**src/hdl/sbf_pkg.sv**
```systemverilog
`timescale 1ns / 1ps
// ----------------------------------------------------------------------------
// sbf_pkg
// Shared types, constants and functions of the two-layer sprite blitter.
// ----------------------------------------------------------------------------
package sbf_pkg;

    localparam int MAX_WIDTH_DEF  = 512;
    localparam int MAX_HEIGHT_DEF = 512;
    localparam int LANES          = 8;
    localparam int PADDR_W        = 5;

    localparam logic [1:0] OP_BLIT1 = 2'd0;
    localparam logic [1:0] OP_BLIT2 = 2'd1;
    localparam logic [1:0] OP_READ  = 2'd2;
    localparam logic [1:0] OP_CLEAR = 2'd3;

    localparam logic [2:0] REG_WIDTH  = 3'd0;
    localparam logic [2:0] REG_HEIGHT = 3'd1;
    localparam logic [2:0] REG_RED    = 3'd2;
    localparam logic [2:0] REG_GREEN  = 3'd3;
    localparam logic [2:0] REG_BLUE   = 3'd4;

    localparam logic [9:0] SCREEN_RESET = 10'd512;

    typedef struct packed {
        logic [1:0]  operation;
        logic        layer_sel;
        logic [15:0] pos_x;
        logic [15:0] pos_y;
        logic [3:0]  blend_mode;
        logic        flip_x;
        logic        flip_y;
        logic [63:0] plane_low;
        logic [63:0] plane_high;
    } t_req;

    typedef struct packed {
        logic [23:0] pixel_rgb;
        logic        fg_redraw;
        logic        bg_redraw;
        logic        any_changed;
    } t_rsp;

    typedef struct packed {
        logic       valid;
        logic [1:0] color;
    } t_lane;

    localparam logic [1:0] BLEND [0:3][0:15] = '{
        '{2'd0, 2'd0, 2'd0, 2'd0, 2'd1, 2'd0, 2'd1, 2'd1,
          2'd2, 2'd2, 2'd0, 2'd2, 2'd3, 2'd3, 2'd3, 2'd0},
        '{2'd0, 2'd1, 2'd2, 2'd3, 2'd0, 2'd1, 2'd2, 2'd3,
          2'd0, 2'd1, 2'd2, 2'd3, 2'd0, 2'd1, 2'd2, 2'd3},
        '{2'd1, 2'd2, 2'd3, 2'd1, 2'd1, 2'd2, 2'd3, 2'd1,
          2'd1, 2'd2, 2'd3, 2'd1, 2'd1, 2'd2, 2'd3, 2'd1},
        '{2'd2, 2'd3, 2'd1, 2'd2, 2'd2, 2'd3, 2'd1, 2'd2,
          2'd2, 2'd3, 2'd1, 2'd2, 2'd2, 2'd3, 2'd1, 2'd2}
    };

    localparam logic [15:0] OPAQUE_ZERO = 16'b0111_1011_1101_1111;

    function automatic logic [7:0] doubled_nibble(input logic [15:0] levels,
                                                  input logic [1:0] color);
        logic [3:0] n;
        n = levels[(3 - color) * 4 +: 4];
        return {n, n};
    endfunction

endpackage

```
**src/hdl/sbf_lane.sv**
```systemverilog
`timescale 1ns / 1ps
// ----------------------------------------------------------------------------
// sbf_lane
// One sprite column: pixel value, blend lookup, transparency and clipping.
// ----------------------------------------------------------------------------
module sbf_lane #(
    parameter int LANE_IDX = 0,
    parameter int XW       = 9,
    parameter int EW       = 10
) (
    input  logic          i_lo_bit,
    input  logic          i_hi_bit,
    input  logic          i_two_bpp,
    input  logic [3:0]    i_mode,
    input  logic          i_flip_x,
    input  logic [15:0]   i_pos_x,
    input  logic [EW-1:0] i_eff_w,
    output sbf_pkg::t_lane o_lane,
    output logic [XW-1:0] o_x
);
    logic [1:0]  ch;
    logic [2:0]  off;
    logic [15:0] x;

    always_comb begin
        ch  = {i_two_bpp & i_hi_bit, i_lo_bit};
        off = i_flip_x ? 3'(sbf_pkg::LANES - 1 - LANE_IDX) : 3'(LANE_IDX);
        x   = i_pos_x + 16'(off);
        o_lane.color = sbf_pkg::BLEND[ch][i_mode];
        o_lane.valid = ((ch != 2'd0) || sbf_pkg::OPAQUE_ZERO[i_mode]) &&
                       (32'(x) < 32'(i_eff_w));
        o_x = x[XW-1:0];
    end
endmodule

```
**config.mk**
```make
export PLATFORM = sky130hd
export DESIGN_NAME = sbf_lane
export DESIGN_NICKNAME = d
export VERILOG_FILES = /design/src/hdl/sbf_pkg.sv /design/src/hdl/sbf_lane.sv
export SDC_FILE = /design/constraint.sdc
export NUM_CORES = 1
export LEC_CHECK = 0
export ABC_AREA = 0
export ABC_CLOCK_PERIOD_IN_PS = 5500
export BUFFER_PORTS_ARGS = -buffer_cell sky130_fd_sc_hd__buf_2
export CORE_ASPECT_RATIO = 1.2
export CORE_UTILIZATION = 52
export DETAILED_ROUTE_END_ITERATION = 6
export GPL_ROUTABILITY_DRIVEN = 1
export PLACE_DENSITY_LB_ADDON = 0.3
export SYNTH_ARGS = -nofsm -noshare
export SYNTH_HDL_FRONTEND = slang
export SYNTH_SLANG_ARGS = --single-unit
```
**constraint.sdc**
```tcl
create_clock -name vclk -period 5.5
set_input_delay 0.55 -clock vclk [all_inputs]
set_output_delay 0.55 -clock vclk [all_outputs]
set_load 0.005 [all_outputs]
```
; Yosys cells after proc, flatten, opt, wreduce, memory -nomap -nowiden
; Memory sizes are Yosys's and may differ from the RTL's.
; Cells that the tools add are included.
; Widths: inputs -> output; s select.
[classes]
add_sub_neg = 1
multipliers = 0
n_div = 0
order_cmp = 4
n_eq_ne = 0
n_shift = 0
mux = 8
bitwise = 3
n_reduce_logical = 3
[ops]
columns = operator, count
row1 = $bmux 32 s2, 1
row2 = $mux 32, 2
row3 = $add 16x3->16, 1
row4 = $lt 16x10->1, 1
row5 = $bmux 2 s4, 1
row6 = $ge 5x5->1 const B, 1
row7 = $lt 4x5->1 const B, 1
row8 = $not 4->5, 1
row9 = $mux 2, 2
row10 = $ge 3x3->1 const B, 1
row11 = $mux 3, 1
row12 = $not 2->3, 1
row13 = $reduce_bool 2->1, 1
row14 = $and 1x1->1, 1
row15 = $logic_and 1x1->1, 1
row16 = $logic_or 1x1->1, 1
row17 = $mux 1, 1
[word_totals]
regBits = 0
latch_bits = 0
ramBits = 0
romBits = 16
out_inout_bits = 12
memories = 1
[memory_table]
columns = memory, depth, word_bits, read_ports, rd_ports_with_merged_regs, wr, line
row1 = (no name shown), 16, 1, 1, 0, 0, sbf_lane.sv:30  ; o_lane.valid = ((ch != 2'd0) || sbf_pkg::OPAQUE_ZERO[i_mode]) &&

; Longest topological paths before layout
[depth]
word_depth = 8
mapped_depth = 13

; Worst setup path after synthesis
; Ideal clock, no wire load.
[synth_timing]
kind = in2out
from = in i_flip_x
to = out o_lane[2] (netlist name)
arrival_ps = 2647
required_time_ps = 4950
slack_ps = 2303
cell_stages = 12
cell_sequence = ha_1 -> inv_1 -> fa_1 -> nor2b_4 -> o21a_1 -> nand2_1 -> xnor2_1 -> ha_1 -> nand2_1 -> or4_1 -> o2111ai_1 -> a211oi_2
[synth_lines]
columns = item, line
row1 = "start, declared", sbf_lane.sv:15  ; input logic i_flip_x,
row2 = "end, declared", sbf_lane.sv:18  ; output sbf_pkg::t_lane o_lane,

==> results.sh <==
export IMPL_grt_overflow=0
export IMPL_status="complete, no violations"
export IMPL_final_area_um2=1091
export IMPL_yosysTopAreaCell="ha_1"
export IMPL_rows=15
export IMPL_p_switching_uw=44.74
export IMPL_final_net_count=207
export IMPL_n_antenna_cell=0
export IMPL_wl_mm=1.911
export IMPL_die_area_um2=1805
export IMPL_cpPeakStageDelay_ns=0.43
export IMPL_fin_ws_ns=1.933
export IMPL_grt_pass1_vias=811
export IMPL_antenna_found_initial=0
export IMPL_tightest_slew_ns=0.4010
export IMPL_syn_avg_cell_area_um2=7.746
export IMPL_power_frac_clock=0
export IMPL_cp_cell_sequence="buf_2 -> ha_1 -> inv_1 -> fa_1 -> nor2b_4 -> o21a_1 -> nand4_1 -> xnor2_1 -> ha_1 -> nand4_1 -> or4_1 -> o2111ai_1 -> a211oi_2 -> buf_2"
export IMPL_drv_slew=0
export IMPL_worstPathRequired_ns=4.95
export IMPL_yosysMostFrequentCell="inv_1"
export IMPL_min_to="o_x[8]"
export IMPL_ys_top_cells_by_count="17 x inv_1, 16 x ha_1, 8 x xnor2_1, 7 x nor2_1"
export IMPL_p_leak_uw=0.0005637
export IMPL_maxCapViolCount=0
export IMPL_num_vias=949
export IMPL_max_slew_margin_rel=0.7314
export IMPL_cts_hold_buffers=0
export IMPL_finalCriticalPeriod_ns=3.567
export IMPL_hp_class="in -> out"
export IMPL_dpl_hpwl_mm=1.763
export IMPL_hold_viol=0
export IMPL_path_max_fanout=4
export IMPL_power_frac_seq=0
export IMPL_grt_pass1_wl_mm=3.022
export IMPL_worstSetupPathType="in -> out"
export IMPL_ant_nets=0
export IMPL_core_um2=1483
export IMPL_place_area_um2=1091
export IMPL_yosysWarnings=0
export IMPL_drive_above_1_share=0.3506
export IMPL_fillers=118
export IMPL_dr_pass1_iters=4
export IMPL_ios=46
export IMPL_holdCritStartpoint="i_pos_x[8]"
export IMPL_synth_top_area_frac=0.2349
export IMPL_rsz0062_at_grt="no"
export IMPL_worst_path_buf_inv=3
export IMPL_clock_buffers=0
export IMPL_synth_nets=161
export IMPL_power_density_nw_per_um2=83.92
export IMPL_drc=0
export IMPL_fmax_mhz=280.4
export IMPL_setup_violations_final=0
export IMPL_track_usage=0.2203
export IMPL_nFlopsAndLatches=0
export IMPL_place_worst_setup_slack_ns=1.916
export IMPL_regArea_um2=0
export IMPL_crit_arrival_ns=3.02
export IMPL_wire_per_inst_um=11.18
export IMPL_critPathCaptureType="primary output"
export IMPL_power_total_uw=91.56
export IMPL_combPwrFrac=1.000
export IMPL_routabilityCongestion=0.8389
export IMPL_cts_setup_buffers=0
export IMPL_hold_path_depth=3
export IMPL_area_delta_synth_final_pct=28.05
export IMPL_drt_iter0_markers=20
export IMPL_syn_inst=110
export IMPL_sw_frac_of_total=0.4886
export IMPL_avgViaCountPerCell=5.550
export IMPL_die_height_um=46.34
export IMPL_setup_tns_ns=0
export IMPL_cts_resized=0
export IMPL_die_w_um=38.95
export IMPL_netlist_area_um2=852.1
export IMPL_grt_max_degree=11
export IMPL_critPathTopFamily="adder cells"
export IMPL_initial_core_util=0.5747
export IMPL_crit_slowest_cell="fa_1"
export IMPL_cellInternalPower_uw=46.83
export IMPL_start_kind="input port"
export IMPL_synth_area_top_cells="ha_1 23%, xnor2_1 8.2%, mux4_2 7.9%, inv_1 7.5%, nor2_1 3.1%"
export IMPL_fin_crit_sh=0.6485
export IMPL_ys_seq_area_frac=0
export IMPL_ir_drop_v=0.00005031
export IMPL_io_buffers=46
export IMPL_yosysUniqueCellTypes=37
==> worst max path at each step <==
stage / start / endpoint / slack, ns / cells past startpoint
2_1_floorplan: i_flip_x / o_lane[2] / 2.30 / 12
5_1_grt: i_flip_x / o_lane[2] / 1.74 / 14
6_report: i_flip_x / o_lane[2] / 1.93 / 14
3_3_place_gp: i_flip_x / o_lane[2] / 1.96 / 14
3_5_place_dp: i_flip_x / o_lane[2] / 1.92 / 14
4_1_cts: i_flip_x / o_lane[2] / 1.91 / 14
==> layout make-up <==
type | instances | area, µm² | area share
timing repair buffer | 46 | 230.2 | 0.2110
multi-input combinational | 91 | 775.7 | 0.7110
inverter | 17 | 63.81 | 0.05849
tap | 17 | 21.27 | 0.01950
==> per-stage QoR <==
step,utilization,std cells,hold WS (ns)
floorplan,-,110,1.168
global placement,0.7359,171,1.400
detailed placement,0.7359,171,1.406
CTS,0.7359,171,1.406
global route,0.7359,171,1.425
finish,0.7359,171,1.399
==> power groups by stage <==
stage	combinational [µW]	clock (µW)	sequential, µW
global route	103	0	0
detailed placement	92.0	0	0
finish	91.6	0	0
global placement	88.7	0	0
CTS	92.5	0	0
floorplan	56.5	0	0
==> logic make-up after synthesis <==
logic type / count (synthesis) / synth area share
mux: 6 / 0.1160
xor+xnor: 11 / 0.1131
simple gates: 33 / 0.2262
compound gates: 24 / 0.1968
fa+ha+maj: 17 / 0.2584
buf+inv: 19 / 0.08957
==> routing by layer <==
metal  GRT usage  vias to the layer above  routed length (µm)  share of wire
met5           0                        -                   0              0
met2      0.4867                       30                1098           0.57
met4           0                        0                   0              0
met3           0                        0                  71          0.037
met1      0.2312                      430                 742           0.39
li1            -                      489                   -              -
==> tightest hold or removal path, stage by stage <==
cell and delay (ns):
buf_2 0.09, xnor2_1 0.08, buf_2 0.13
==> placed cells by master (no fill, tap or decap), drive strengths merged, types with 3 or more instances in the layout <==
cell,Yosys,final
nand2b,3,3
buf,2,46
mux4,3,3
o21ai,5,5
ha,16,16
a21oi,5,5
nand4,3,3
inv,17,17
nand3,4,4
o211ai,3,3
xor2,3,3
nand2,5,5
xnor2,8,8
nor2,7,7
Note: power is estimated with default switching activity, not from simulation.
